**src/sv/dcmg_pkg.sv**
```systemverilog
package dcmg_pkg;

   localparam int GAIN_WIDTH   = 16;
   localparam int OFFSET_WIDTH = 32;
   localparam int CUR_WIDTH    = 34;
   localparam int ADC_WIDTH    = 16;
   localparam int OUT_POS_WIDTH = 32;
   localparam int CSR_IDX_WIDTH = 2;

   typedef enum logic [1:0] {
      MODE_IDLE = 2'd0,
      MODE_FWD  = 2'd1,
      MODE_REV  = 2'd2,
      MODE_ERR  = 2'd3
   } mode_type;

   typedef enum logic [1:0] {
      KIND_CMD    = 2'd0,
      KIND_SAMPLE = 2'd1,
      KIND_TICK   = 2'd2,
      KIND_CLEAR  = 2'd3
   } kind_type;

   localparam logic [1:0] ACT_FWD = 2'd0;
   localparam logic [1:0] ACT_REV = 2'd1;

   localparam logic [CSR_IDX_WIDTH-1:0] CSR_GAIN     = 2'd0;
   localparam logic [CSR_IDX_WIDTH-1:0] CSR_OFFSET   = 2'd1;
   localparam logic [CSR_IDX_WIDTH-1:0] CSR_OC_LIMIT = 2'd2;
   localparam logic [CSR_IDX_WIDTH-1:0] CSR_LO_LIMIT = 2'd3;

   // trips happen on the sample after the count reaches these
   localparam logic [1:0] OC_TRIP_COUNT  = 2'd2;
   localparam logic [1:0] LOW_TRIP_COUNT = 2'd3;

   localparam logic [GAIN_WIDTH-1:0]         GAIN_RESET     = 16'd4096;
   localparam logic signed [CUR_WIDTH-1:0]   OC_LIMIT_RESET = 34'sh1_FFFF_FFFF;

   typedef struct packed {
      logic over;
      logic under;
   } sense_flags_type;

endpackage

```
**src/sv/dcmg_sense.sv**
```systemverilog
module dcmg_sense (
   input  logic [dcmg_pkg::ADC_WIDTH-1:0]           adc,
   input  logic [dcmg_pkg::GAIN_WIDTH-1:0]          gain,
   input  logic signed [dcmg_pkg::OFFSET_WIDTH-1:0] offset,
   input  logic signed [dcmg_pkg::CUR_WIDTH-1:0]    oc_limit,
   input  logic signed [dcmg_pkg::CUR_WIDTH-1:0]    low_limit,
   output logic signed [dcmg_pkg::CUR_WIDTH-1:0]    current,
   output dcmg_pkg::sense_flags_type                flags
);
   import dcmg_pkg::*;

   logic [ADC_WIDTH+GAIN_WIDTH-1:0] product;

   assign product = adc * gain;
   // product is at most 32 bits unsigned, so 34 signed bits hold the sum
   assign current = $signed(CUR_WIDTH'(product)) + CUR_WIDTH'(offset);

   assign flags.over  = current > oc_limit;
   assign flags.under = current < low_limit;

endmodule

```
**src/sv/dc_motor_guard_with_position.sv**
```systemverilog
// a request passes the input register, then the result register, before rsp_valid rises
// throughput: one item per cycle while rsp_ready is high; the scale multiply-add and
// limit compares sit in one stage
// with rsp_ready low one more item is still taken into the input stage, then req_ready drops
// reset (synchronous, active high): mode idle, counters, current and position zero,
// registers back to gain 4096, offset 0, overcurrent limit max, low-current limit 0
module dc_motor_guard_with_position #(
   parameter int POSITION_WIDTH = 32
) (
   input  logic                                    clock,
   input  logic                                    reset,
   input  logic                                    req_valid,
   output logic                                    req_ready,
   input  logic [1:0]                              req_kind,
   input  logic [1:0]                              req_action,
   input  logic [dcmg_pkg::ADC_WIDTH-1:0]          req_adc_sample,
   output logic                                    rsp_valid,
   input  logic                                    rsp_ready,
   output logic [1:0]                              rsp_motor_status,
   output logic                                    rsp_drive_forward,
   output logic                                    rsp_drive_reverse,
   output logic signed [dcmg_pkg::CUR_WIDTH-1:0]   rsp_measured_current,
   output logic signed [dcmg_pkg::OUT_POS_WIDTH-1:0] rsp_position,
   input  logic                                    csr_we,
   input  logic [dcmg_pkg::CSR_IDX_WIDTH-1:0]      csr_index,
   input  logic [dcmg_pkg::CUR_WIDTH-1:0]          csr_wdata
);
   import dcmg_pkg::*;

   localparam int EXT_WIDTH = (POSITION_WIDTH > OUT_POS_WIDTH) ? POSITION_WIDTH : OUT_POS_WIDTH;

   // configuration registers
   logic [GAIN_WIDTH-1:0]          gain_ff;
   logic signed [OFFSET_WIDTH-1:0] offset_ff;
   logic signed [CUR_WIDTH-1:0]    oc_limit_ff;
   logic signed [CUR_WIDTH-1:0]    low_limit_ff;

   // input stage
   logic                 in_valid_ff;
   kind_type             kind_ff;
   logic [1:0]           action_ff;
   logic [ADC_WIDTH-1:0] adc_ff;

   // guard state, also the result payload
   logic                          out_valid_ff;
   mode_type                      mode_ff, mode_in;
   logic [1:0]                    oc_count_ff, oc_count_in;
   logic [1:0]                    low_count_ff, low_count_in;
   logic signed [CUR_WIDTH-1:0]   current_ff, current_in;
   logic [POSITION_WIDTH-1:0]     pos_ff, pos_in;

   logic signed [CUR_WIDTH-1:0]   sense_current;
   sense_flags_type               sense_flags;
   logic                          advance;
   logic signed [EXT_WIDTH-1:0]   pos_ext;

   assign advance   = in_valid_ff && (!out_valid_ff || rsp_ready);
   assign req_ready = !in_valid_ff || advance;

   always_ff @(posedge clock) begin
      if (reset) begin
         gain_ff      <= GAIN_RESET;
         offset_ff    <= '0;
         oc_limit_ff  <= OC_LIMIT_RESET;
         low_limit_ff <= '0;
      end else if (csr_we) begin
         unique case (csr_index)
            CSR_GAIN:     gain_ff      <= csr_wdata[GAIN_WIDTH-1:0];
            CSR_OFFSET:   offset_ff    <= $signed(csr_wdata[OFFSET_WIDTH-1:0]);
            CSR_OC_LIMIT: oc_limit_ff  <= $signed(csr_wdata);
            CSR_LO_LIMIT: low_limit_ff <= $signed(csr_wdata);
            default: ;
         endcase
      end
   end

   always_ff @(posedge clock) begin
      if (reset) begin
         in_valid_ff <= 1'b0;
      end else if (req_ready) begin
         in_valid_ff <= req_valid;
      end
   end

   always_ff @(posedge clock) begin
      if (req_valid && req_ready) begin
         kind_ff   <= kind_type'(req_kind);
         action_ff <= req_action;
         adc_ff    <= req_adc_sample;
      end
   end

   dcmg_sense u_sense (
      .adc       (adc_ff),
      .gain      (gain_ff),
      .offset    (offset_ff),
      .oc_limit  (oc_limit_ff),
      .low_limit (low_limit_ff),
      .current   (sense_current),
      .flags     (sense_flags)
   );

   always_comb begin
      mode_in      = mode_ff;
      oc_count_in  = oc_count_ff;
      low_count_in = low_count_ff;
      current_in   = current_ff;
      pos_in       = pos_ff;
      unique case (kind_ff)
         KIND_CMD: begin
            unique case (action_ff)
               ACT_FWD: begin
                  mode_in      = MODE_FWD;
                  low_count_in = '0;
               end
               ACT_REV: begin
                  mode_in      = MODE_REV;
                  low_count_in = '0;
               end
               default: mode_in = MODE_IDLE;
            endcase
         end
         KIND_SAMPLE: begin
            current_in = sense_current;
            priority if (sense_flags.over) begin
               if (oc_count_ff < OC_TRIP_COUNT) begin
                  oc_count_in = oc_count_ff + 2'd1;
               end else begin
                  oc_count_in = '0;
                  mode_in     = MODE_ERR;
               end
            end else if (sense_flags.under) begin
               if (low_count_ff < LOW_TRIP_COUNT) begin
                  low_count_in = low_count_ff + 2'd1;
               end else begin
                  low_count_in = '0;
                  // limit stop only acts on a running motor
                  if (mode_ff == MODE_FWD || mode_ff == MODE_REV) begin
                     mode_in = MODE_IDLE;
                  end
               end
            end
         end
         KIND_TICK: begin
            if (mode_ff == MODE_FWD) begin
               pos_in = pos_ff + POSITION_WIDTH'(1);
            end else if (mode_ff == MODE_REV) begin
               pos_in = pos_ff - POSITION_WIDTH'(1);
            end
         end
         KIND_CLEAR: pos_in = '0;
         default: ;
      endcase
   end

   // state only moves when a result is loaded, so it doubles as the result register
   always_ff @(posedge clock) begin
      if (reset) begin
         out_valid_ff <= 1'b0;
         mode_ff      <= MODE_IDLE;
         oc_count_ff  <= '0;
         low_count_ff <= '0;
         current_ff   <= '0;
         pos_ff       <= '0;
      end else begin
         if (advance) begin
            out_valid_ff <= 1'b1;
            mode_ff      <= mode_in;
            oc_count_ff  <= oc_count_in;
            low_count_ff <= low_count_in;
            current_ff   <= current_in;
            pos_ff       <= pos_in;
         end else if (rsp_ready) begin
            out_valid_ff <= 1'b0;
         end
      end
   end

   assign pos_ext = EXT_WIDTH'($signed(pos_ff));

   assign rsp_valid            = out_valid_ff;
   assign rsp_motor_status     = mode_ff;
   assign rsp_drive_forward    = mode_ff == MODE_FWD;
   assign rsp_drive_reverse    = mode_ff == MODE_REV;
   assign rsp_measured_current = current_ff;
   assign rsp_position         = pos_ext[OUT_POS_WIDTH-1:0];

endmodule
```
**config.mk**
```make
export PLATFORM = sky130hd
export DESIGN_NAME = dc_motor_guard_with_position
export DESIGN_NICKNAME = d
export VERILOG_FILES = /design/src/sv/dcmg_pkg.sv /design/src/sv/dcmg_sense.sv /design/src/sv/dc_motor_guard_with_position.sv
export SDC_FILE = /design/constraint.sdc
export NUM_CORES = 1
export LEC_CHECK = 0
export ABC_CLOCK_PERIOD_IN_PS = 14400
export BUFFER_PORTS_ARGS = -buffer_cell sky130_fd_sc_hd__buf_2
export CAP_MARGIN = 10
export CELL_PAD_IN_SITES_DETAIL_PLACEMENT = 1
export CELL_PAD_IN_SITES_GLOBAL_PLACEMENT = 2
export CORE_ASPECT_RATIO = 0.75
export CORE_MARGIN = 5
export CORE_UTILIZATION = 25
export DETAILED_ROUTE_END_ITERATION = 8
export GPL_TIMING_DRIVEN = 0
export PLACE_DENSITY_LB_ADDON = 0.1
export SYNTH_ARGS = -nofsm -noshare
export SYNTH_HDL_FRONTEND = slang
export SYNTH_SLANG_ARGS = --single-unit
```
**constraint.sdc**
```tcl
create_clock -name clock -period 14.4 [get_ports clock]
set_input_delay 0.72 -clock clock [delete_from_list [all_inputs] [get_ports clock]]
set_output_delay 0.72 -clock clock [all_outputs]
set_load 0.01 [all_outputs]
```
==> results of run 1 <==
[state kept, by name, summed over array words and instances (netlist names)]
name                  cells
action_ff                 2
adc_ff                   16
gain_ff                  16
in_valid_ff               1
kind_ff                   2
low_count_ff              2
low_limit_ff             34
oc_count_ff               2
oc_limit_ff              34
offset_ff                32
rsp_measured_current     34
rsp_motor_status          2
rsp_position             32
rsp_valid                 1
[worst paths after layout]
check | startpoint | slack, ns | to | cells past startpoint
setup / recovery | adc_ff[10] | 1.46 | rsp_motor_status[0] | 38
hold / removal | req_action[0] | 0.32 | action_ff[0] | 1
setup reg to reg | adc_ff[10] | 1.46 | rsp_motor_status[0] | 38
hold reg to reg | rsp_measured_current[4] | 0.45 | rsp_measured_current[4] | 2
[power by group through the flow]
stage	Clock, mW	Combinational (mW)	Sequential (mW)
final	0.741	0.962	0.638
after CTS	0.770	0.978	0.638
after detailed placement	0	0.968	0.651
after global routing	0.790	1.09	0.641
after global placement	0	0.953	0.651
after floorplan	0	0.657	0.641
[cell type report]
type | count | area [sq um]
fill | 9891 | 58700
clock inverter | 15 | 141
sequential | 210 | 4400
clock buffer | 37 | 810
multi-input combinational | 1856 | 14900
timing repair buffer | 133 | 711
inverter | 336 | 1260
buffer | 107 | 405
tap | 1116 | 1400
antenna | 1 | 2.50
[metrics by stage]
stage / cell area [sq um] / cells / hold slack (ns)
2_1_floorplan: 20900 / 2509 / 0.436
3_3_place_gp: 23000 / 3756 / 0.443
3_5_place_dp: 23000 / 3758 / 0.448
4_1_cts: 24000 / 3810 / 0.275
5_1_grt: 24000 / 3810 / 0.289
6_report: 24000 / 3811 / 0.321
[metal layers]
| layer | vias up | track usage | share of wire |
|---|---|---|---|
| li1 | 8658 | - | - |
| met1 | 9193 | 0.286 | 0.54 |
| met2 | 242 | 0.264 | 0.41 |
| met3 | 55 | 0.0220 | 0.036 |
| met4 | 0 | 0.0215 | 0.012 |
| met5 | - | 0 | 0 |
[cell families after synthesis]
group | count (synthesis)
AOI/OAI and AO/OA | 486
adders and majority gates | 434
and+or+nand+nor | 857
xor gates and xnor gates | 72
DFF | 210
muxes | 7
buffers and inverters | 443
[layout by cell type (no fill, tap or decap), drive strengths merged, types with 18 or more instances in the layout]
| master | instances |
|---|---|
| a211oi | 22 |
| a21o | 58 |
| a21oi | 187 |
| and2 | 126 |
| and3 | 18 |
| buf | 140 |
| clkbuf | 137 |
| dfxtp | 190 |
| edfxtp | 20 |
| fa | 196 |
| ha | 238 |
| inv | 338 |
| nand2 | 429 |
| nand3 | 47 |
| nand4 | 20 |
| nor2 | 95 |
| nor2b | 20 |
| nor3 | 30 |
| o211ai | 42 |
| o21ai | 53 |
| xnor2 | 47 |
| xor2 | 25 |
==> impl_metrics.json, run 1 <==
{
  "status": "finished, final reports clean",
  "ys_types": 82,
  "swShare": 0.401,
  "crit_arrival_ns": 13.41,
  "peakVddDrop_mv": 0.0686,
  "h-tree-depth": 1,
  "cts_buffers": 29,
  "timing.final.crit_share": 0.899,
  "cp-end-kind": "flop",
  "critical_path_required_ns": 14.87,
  "async_flop_share": 0,
  "dieWidth_microns": 344,
  "setup_viol": 0,
  "total_power_mw": 2.34,
  "worst_pin_slew_ns": 1.01,
  "drive_above_1_share": 0.0791,
  "crit_buf_inv": 5,
  "synth_cells": 2509,
  "wirelength_mm": 80.9,
  "ys_seq_area_frac": 0.210,
  "critPathSlowestCell": "nor4_1",
  "synth_top_family_by_area": "adder cells",
  "final_core_util": 0.290,
  "synth_nets": 3004,
  "synthSimpleGateAreaFrac": 0.192,
  "clock_latency_ns": 0.58,
  "synth_ff_type": "dfxtp_1",
  "io_pins": 133,
  "gp_congestion": 0.801,
  "switching_power_uw": 940,
  "synth_top_area_cell": "fa_1",
  "post-route-min-period_ns": 12.94,
  "tritoncts": "done",
  "path_common_cell": "fa_1",
  "start_util": 0.253,
  "cts_resized": 0,
  "ys_seq_elements": 210,
  "drtPass1Iterations": 5,
  "grt_pass1_wl_mm": 122,
  "first_global_vias": 19000,
  "critPathMaxFanout": 10,
  "hold_path.class": "primary input to flop",
  "cellPowerDensity_nw_per_um2": 97.6,
  "critPathLaunchType": "flop",
  "p_int_mw": 1.40,
  "via_per_inst": 4.76,
  "critical_path_class": "flop to flop",
  "clk_pin_slew_ns": 0.06,
  "rows": 91,
  "clkPwrFrac": 0.316,
  "post-place-ws_ns": 1.68,
  "dp_hpwl_mm": 67.5,
  "die_h_microns": 261,
  "hold_buffers": 0,
  "postCtsSetupBuffers": 0,
  "p_leak_nw": 11.2,
  "portBuffers": 131,
  "synthMuxAreaShare": 0.00335,
  "core_area_sq_um": 82700,
  "fmax_mhz": 77.3,
  "slowest_delay_ns": 0.73,
  "synth.avg_cell_area_sq_um": 8.34,
  "dr.first_iter.drc_count": 929,
  "syn-cell-area_sq_um": 20900,
  "nets": 3168,
  "ys_warn_count": 0,
  "grt_antenna_before_repair": 6,
  "seq_power_share": 0.273,
  "synth_top_cell_area_share": 0.187,
  "track_usage": 0.180,
  "wl_per_cell_microns": 21.2,
  "rsz0062_at_grt": "no",
  "die-area_sq_um": 89700,
  "syn2layout_area_growth_pct": 14.6,
  "cts_max_path_buffers": 3,
  "synth.area.top_cells": "fa_1, dfxtp_1, ha_1, nand2_1, inv_1",
  "finalHoldViolations": 0,
  "synthAdderAreaFrac": 0.330,
  "drc": 0,
  "slew_headroom": 0.326,
  "numClockSinks": 210,
  "yosys-top-cells-count": "nand2_1, inv_1, ha_1",
  "cap_violations": 0,
  "grt-ovfl-total": 0,
  "fin_setup_tns_ns": 0,
  "ant_nets": 0,
  "combPwrFrac": 0.411,
  "synth_compound_area_frac": 0.155,
  "cts-root-buf": "clkbuf_16",
  "fin_skew_ns": 0.0154,
  "slew_violations": 0,
  "grt_max_degree": 20,
  "crit_family": "adder cells",
  "synth_most_common_cell": "nand2_1",
  "yosys.area_share.xor_xnor": 0.0301,
  "setup_ws_ns": 1.46,
  "vias": 18100,
  "synth_edf_count": 20
}
(Power assumes the default switching activity.)
==> run 2: changes to the inputs <==
- ABC_CLOCK_PERIOD_IN_PS: 14400 -> 12400
- clock period: 14.4 -> 12.4 ns (I/O delays scaled with it)
==> run 2 against run 1 <==
Final area rose by 0.30%. Combinational power rose by 16%. Critical path type unchanged. Cell count barely moved. Non-clock buffer count fell by 1. Register-to-register slack got worse by 0.88 ns. Via count barely moved. Highest routed layer unchanged. Critical path depth rose by 1. Clock power rose by 16%.
==> impl_metrics.json, run 2 (synthesis results as in run 1) <==
{
  "track_usage": 0.180,
  "dr.first_iter.drc_count": 892,
  "drc": 0,
  "status": "finished, final reports clean",
  "slew_violations": 0,
  "setup_viol": 0,
  "swShare": 0.402,
  "p_leak_nw": 11.3,
  "drtPass1Iterations": 5,
  "portBuffers": 131,
  "crit_arrival_ns": 12.29,
  "post-place-ws_ns": -0.319,
  "total_power_mw": 2.73,
  "critPathSlowestCell": "edfxtp_1",
  "regArea_sq_um": 4410,
  "layout_common_cells": "nand2_1, inv_1, ha_1, fa_1, dfxtp_1",
  "crit_start": "adc_ff[10]",
  "postCtsSetupBuffers": 0,
  "dp_hpwl_mm": 67.5,
  "fin_area_sq_um": 24100,
  "first_global_vias": 19000,
  "grt_antenna_before_repair": 6,
  "rsz0062_at_grt": "no",
  "critPathLaunchType": "flop",
  "rr_startpoint": "adc_ff[10]",
  "grt_max_degree": 20,
  "critical_path_class": "flop to flop",
  "critical_path_required_ns": 12.87,
  "worst_pin_slew_ns": 1.01,
  "numClockSinks": 210,
  "start_util": 0.253,
  "nets": 3167,
  "core_area_sq_um": 82700,
  "via_per_inst": 4.76,
  "slowest_delay_ns": 0.64,
  "multi_input_area_sq_um": 14900,
  "wirelength_mm": 81.0,
  "cap_violations": 0,
  "timing.final.crit_share": 0.953,
  "seq_power_share": 0.272,
  "tritoncts": "done",
  "cellPowerDensity_nw_per_um2": 113,
  "clkPwrFrac": 0.316,
  "num_antenna_cells": 0,
  "clock_latency_ns": 0.58,
  "p_int_mw": 1.63,
  "placed_area_sq_um": 23000,
  "fin_setup_tns_ns": 0,
  "io_pins": 133,
  "final_common_cell": "nand2_1",
  "drive_above_1_share": 0.0891,
  "cts_max_path_buffers": 3,
  "clk_pin_slew_ns": 0.06,
  "finalHoldViolations": 0,
  "vias": 18100,
  "peakVddDrop_mv": 0.0802,
  "cts-root-buf": "clkbuf_16",
  "fmax_mhz": 84.6,
  "wl_per_cell_microns": 21.3,
  "combPwrFrac": 0.412,
  "setup_ws_ns": 0.582,
  "die_h_microns": 261,
  "final_core_util": 0.291,
  "dieWidth_microns": 344,
  "h-tree-depth": 1,
  "fillers": 9887,
  "die-area_sq_um": 89700,
  "grt_pass1_wl_mm": 123,
  "hold_path.class": "primary input to flop",
  "syn2layout_area_growth_pct": 15.0,
  "critPathMaxFanout": 10,
  "gp_congestion": 0.801,
  "post-route-min-period_ns": 11.82,
  "cp-end-kind": "flop",
  "hold_start": "req_action[0]",
  "grt-ovfl-total": 0,
  "cts_buffers": 29,
  "slew_headroom": 0.325,
  "path_common_cell": "fa_1",
  "fin_skew_ns": 0.0139,
  "rows": 91,
  "ant_nets": 0,
  "switching_power_mw": 1.10
}
run 2: worst max-delay path: cells and delay by family, from the launching register on:
kind / cells / cell delay [ns]
buffers and inverters: 5 / 0.71
XOR/XNOR: 2 / 0.35
AO/OA/AOI/OAI: 12 / 3.02
AND/OR/NAND/NOR: 11 / 2.93
adder cells (fa/ha/maj): 9 / 4.05
flip-flops: 1 / 0.64
run 2: power groups by stage:
stage	Combinational, mW	Sequential, mW	Clock (mW)
2_1_floorplan	0.763	0.744	0
3_3_place_gp	1.11	0.756	0
3_5_place_dp	1.12	0.756	0
4_1_cts	1.14	0.741	0.894
5_1_grt	1.27	0.744	0.917
6_report	1.12	0.741	0.861
run 2: final timing paths:
check	end	slack [ns]	cells after the start
worst max-delay path	rsp_motor_status[0]	0.58	39
worst min-delay path	action_ff[0]	0.22	1
worst max register to register	rsp_motor_status[0]	0.58	39
worst min register to register	low_limit_ff[16]	0.45	2
run 2: cell type report:
class / count / share of cell area
Inverter: 336 / 0.0524
Buffer: 106 / 0.0178
Clock inverter: 15 / 0.00587
Timing Repair Buffer: 133 / 0.0295
Multi-Input combinational cell: 1856 / 0.620
Tap cell: 1116 / 0.0580
Sequential cell: 210 / 0.183
Clock buffer: 37 / 0.0336
run 2: repair_timing:
action                                  4_1_cts  5_1_grt
hold buffers                                  0        0
endpoints found under the setup margin        6        6
resized for setup                             3       49
hold endpoints to repair                      0        0
run 2: stage by stage:
step / hold slack [ns] / cells
floorplan: 0.436 / 2509
global placement: 0.443 / 3756
detailed placement: 0.448 / 3758
CTS: 0.175 / 3810
global route: 0.189 / 3809
finish: 0.221 / 3809
run 2: per-layer routing:
layer,wire length (microns),vias to the layer above,global-route usage
li1,-,8650,-
met1,43900,9206,0.286
met2,33400,226,0.264
met3,2670,49,0.0220
met4,975,0,0.0205
met5,0,-,0
==> run 3: changes to the inputs <==
- RECOVER_POWER: unset -> 25
==> run 3 against run 2 <==
Clock skew rose by 0.00066 ns. First-iteration DRC count up 2.8%. Non-clock buffer count unchanged. Sequential share of layout area increased by 0.052 points. Combinational power about the same. Worst hold slack gained 0.0013 ns. Final area shrank 0.28%. Wire length barely moved. Sequential power hardly changed. Via count is essentially flat. Core utilization decreased by 0.082 points. Cell count did not move.
==> impl_metrics.json, run 3 (synthesis results as in run 1) <==
{
  "fmax_mhz": 84.6,
  "post-route-min-period_ns": 11.82,
  "peakVddDrop_mv": 0.0796,
  "crit_arrival_ns": 12.29,
  "numClockSinks": 210,
  "wirelength_mm": 81.0,
  "grt_max_degree": 20,
  "multi_input_area_sq_um": 14900,
  "io_pins": 133,
  "dieWidth_microns": 344,
  "portBuffers": 131,
  "finalHoldViolations": 0,
  "num_antenna_cells": 0,
  "critical_path_class": "flop to flop",
  "fin_skew_ns": 0.0145,
  "h-tree-depth": 1,
  "core_area_sq_um": 82700,
  "clk_pin_slew_ns": 0.06,
  "grt-ovfl-total": 0,
  "vias": 18100,
  "ant_nets": 0,
  "layout_common_cells": "nand2_1, inv_1, ha_1, fa_1, dfxtp_1",
  "slowest_delay_ns": 0.64,
  "rows": 91,
  "rr_startpoint": "adc_ff[10]",
  "p_leak_nw": 11.1,
  "cp-end-kind": "flop",
  "dr.first_iter.drc_count": 917,
  "drc": 0,
  "slew_headroom": 0.137,
  "critPathLaunchType": "flop",
  "wl_per_cell_microns": 21.3,
  "grt_antenna_before_repair": 6,
  "cap_violations": 0,
  "slew_violations": 0,
  "hold_path.class": "primary input to flop",
  "status": "finished, final reports clean",
  "rsz0062_at_grt": "no",
  "critPathMaxFanout": 10,
  "post-place-ws_ns": -0.319,
  "setup_viol": 0,
  "final_common_cell": "nand2_1",
  "regArea_sq_um": 4410,
  "via_per_inst": 4.76,
  "dp_cells": 3758,
  "worst_pin_slew_ns": 1.29,
  "start_util": 0.253,
  "drive_above_1_share": 0.0758,
  "instances_no_fill": 3809,
  "clock_latency_ns": 0.58,
  "hold_start": "req_action[0]",
  "critPathSlowestCell": "edfxtp_1",
  "setup_ws_ns": 0.582,
  "cts-root-buf": "clkbuf_16",
  "dp_hpwl_mm": 67.5,
  "gp_congestion": 0.801,
  "tritoncts": "done",
  "track_usage": 0.180,
  "cts_buffers": 29,
  "drtPass1Iterations": 4,
  "critical_path_required_ns": 12.87,
  "cts_max_path_buffers": 3,
  "fillers": 9888,
  "crit_start": "adc_ff[10]",
  "path_common_cell": "fa_1",
  "timing.final.crit_share": 0.953,
  "min_path_cells": 1,
  "first_global_vias": 19000,
  "syn2layout_area_growth_pct": 14.7,
  "grt_pass1_wl_mm": 123,
  "die-area_sq_um": 89700,
  "cellPowerDensity_nw_per_um2": 113,
  "die_h_microns": 261,
  "nets": 3167,
  "r2r_cells": 39
}
## run 3: changes by cell type in the layout (fill, tap and decap cells not counted)
cell,change
buf_16,-1
and2_0,+1
clkbuf_1,+36
buf_2,-35
and2_1,-1
## run 3: worst max-delay path, delay by kind of cell (launching register included)
family          cells  cell delay, ns
fa+ha+maj           9            4.05
compound gates     12            3.02
simple gates       11            2.93
buf+inv             5            0.73
flops               1            0.64
xor+xnor            2            0.35
## run 3: stage by stage
stage	area [sq um]	hold slack, ns	utilization	total power [mW]	setup TNS [ns]
2_1_floorplan	20900	0.436	-	1.51	0
3_3_place_gp	23000	0.443	0.278	1.86	-0.934
3_5_place_dp	23000	0.448	0.279	1.88	-1.05
4_1_cts	24000	0.175	0.290	2.77	0
5_1_grt	24000	0.189	0.290	2.93	0
6_report	24000	0.222	0.290	2.72	0
## run 3: area by class of cell
class | instances | share of cell area
flip-flops and latches | 210 | 0.184
clock inverters | 15 | 0.00589
plain buffers | 106 | 0.0178
inverters | 336 | 0.0525
multi-input cells | 1856 | 0.621
repair buffers | 133 | 0.0268
clock buffers | 37 | 0.0337
well taps | 1116 | 0.0582
## run 3: final timing paths
kind                               to  slack (ns)
setup / recovery  rsp_motor_status[0]        0.58
hold / removal           action_ff[0]        0.22
setup reg to reg  rsp_motor_status[0]        0.58
hold reg to reg      low_limit_ff[16]        0.45
## run 3: power breakdown
group          internal [mW]  switching [mW]
Clock                  0.501           0.359
Sequential             0.713          0.0291
Combinational          0.414           0.709
Total                   1.63            1.10
## run 3: timing repair
item                                   4_1_cts  5_1_grt
hold buffers                                 0        0
pin swaps                                    0        0
setup buffers                                0        0
setup endpoints to repair                    6        6
resized for setup                            3       49
endpoints found under the hold margin        0        0
## run 3: per-layer routing
metal	track usage	routed length, microns	vias to the layer above
met3	0.0220	2680	49
met4	0.0205	979	0
met5	0	0	-
met1	0.286	44000	9215
li1	-	-	8650
met2	0.264	33400	223
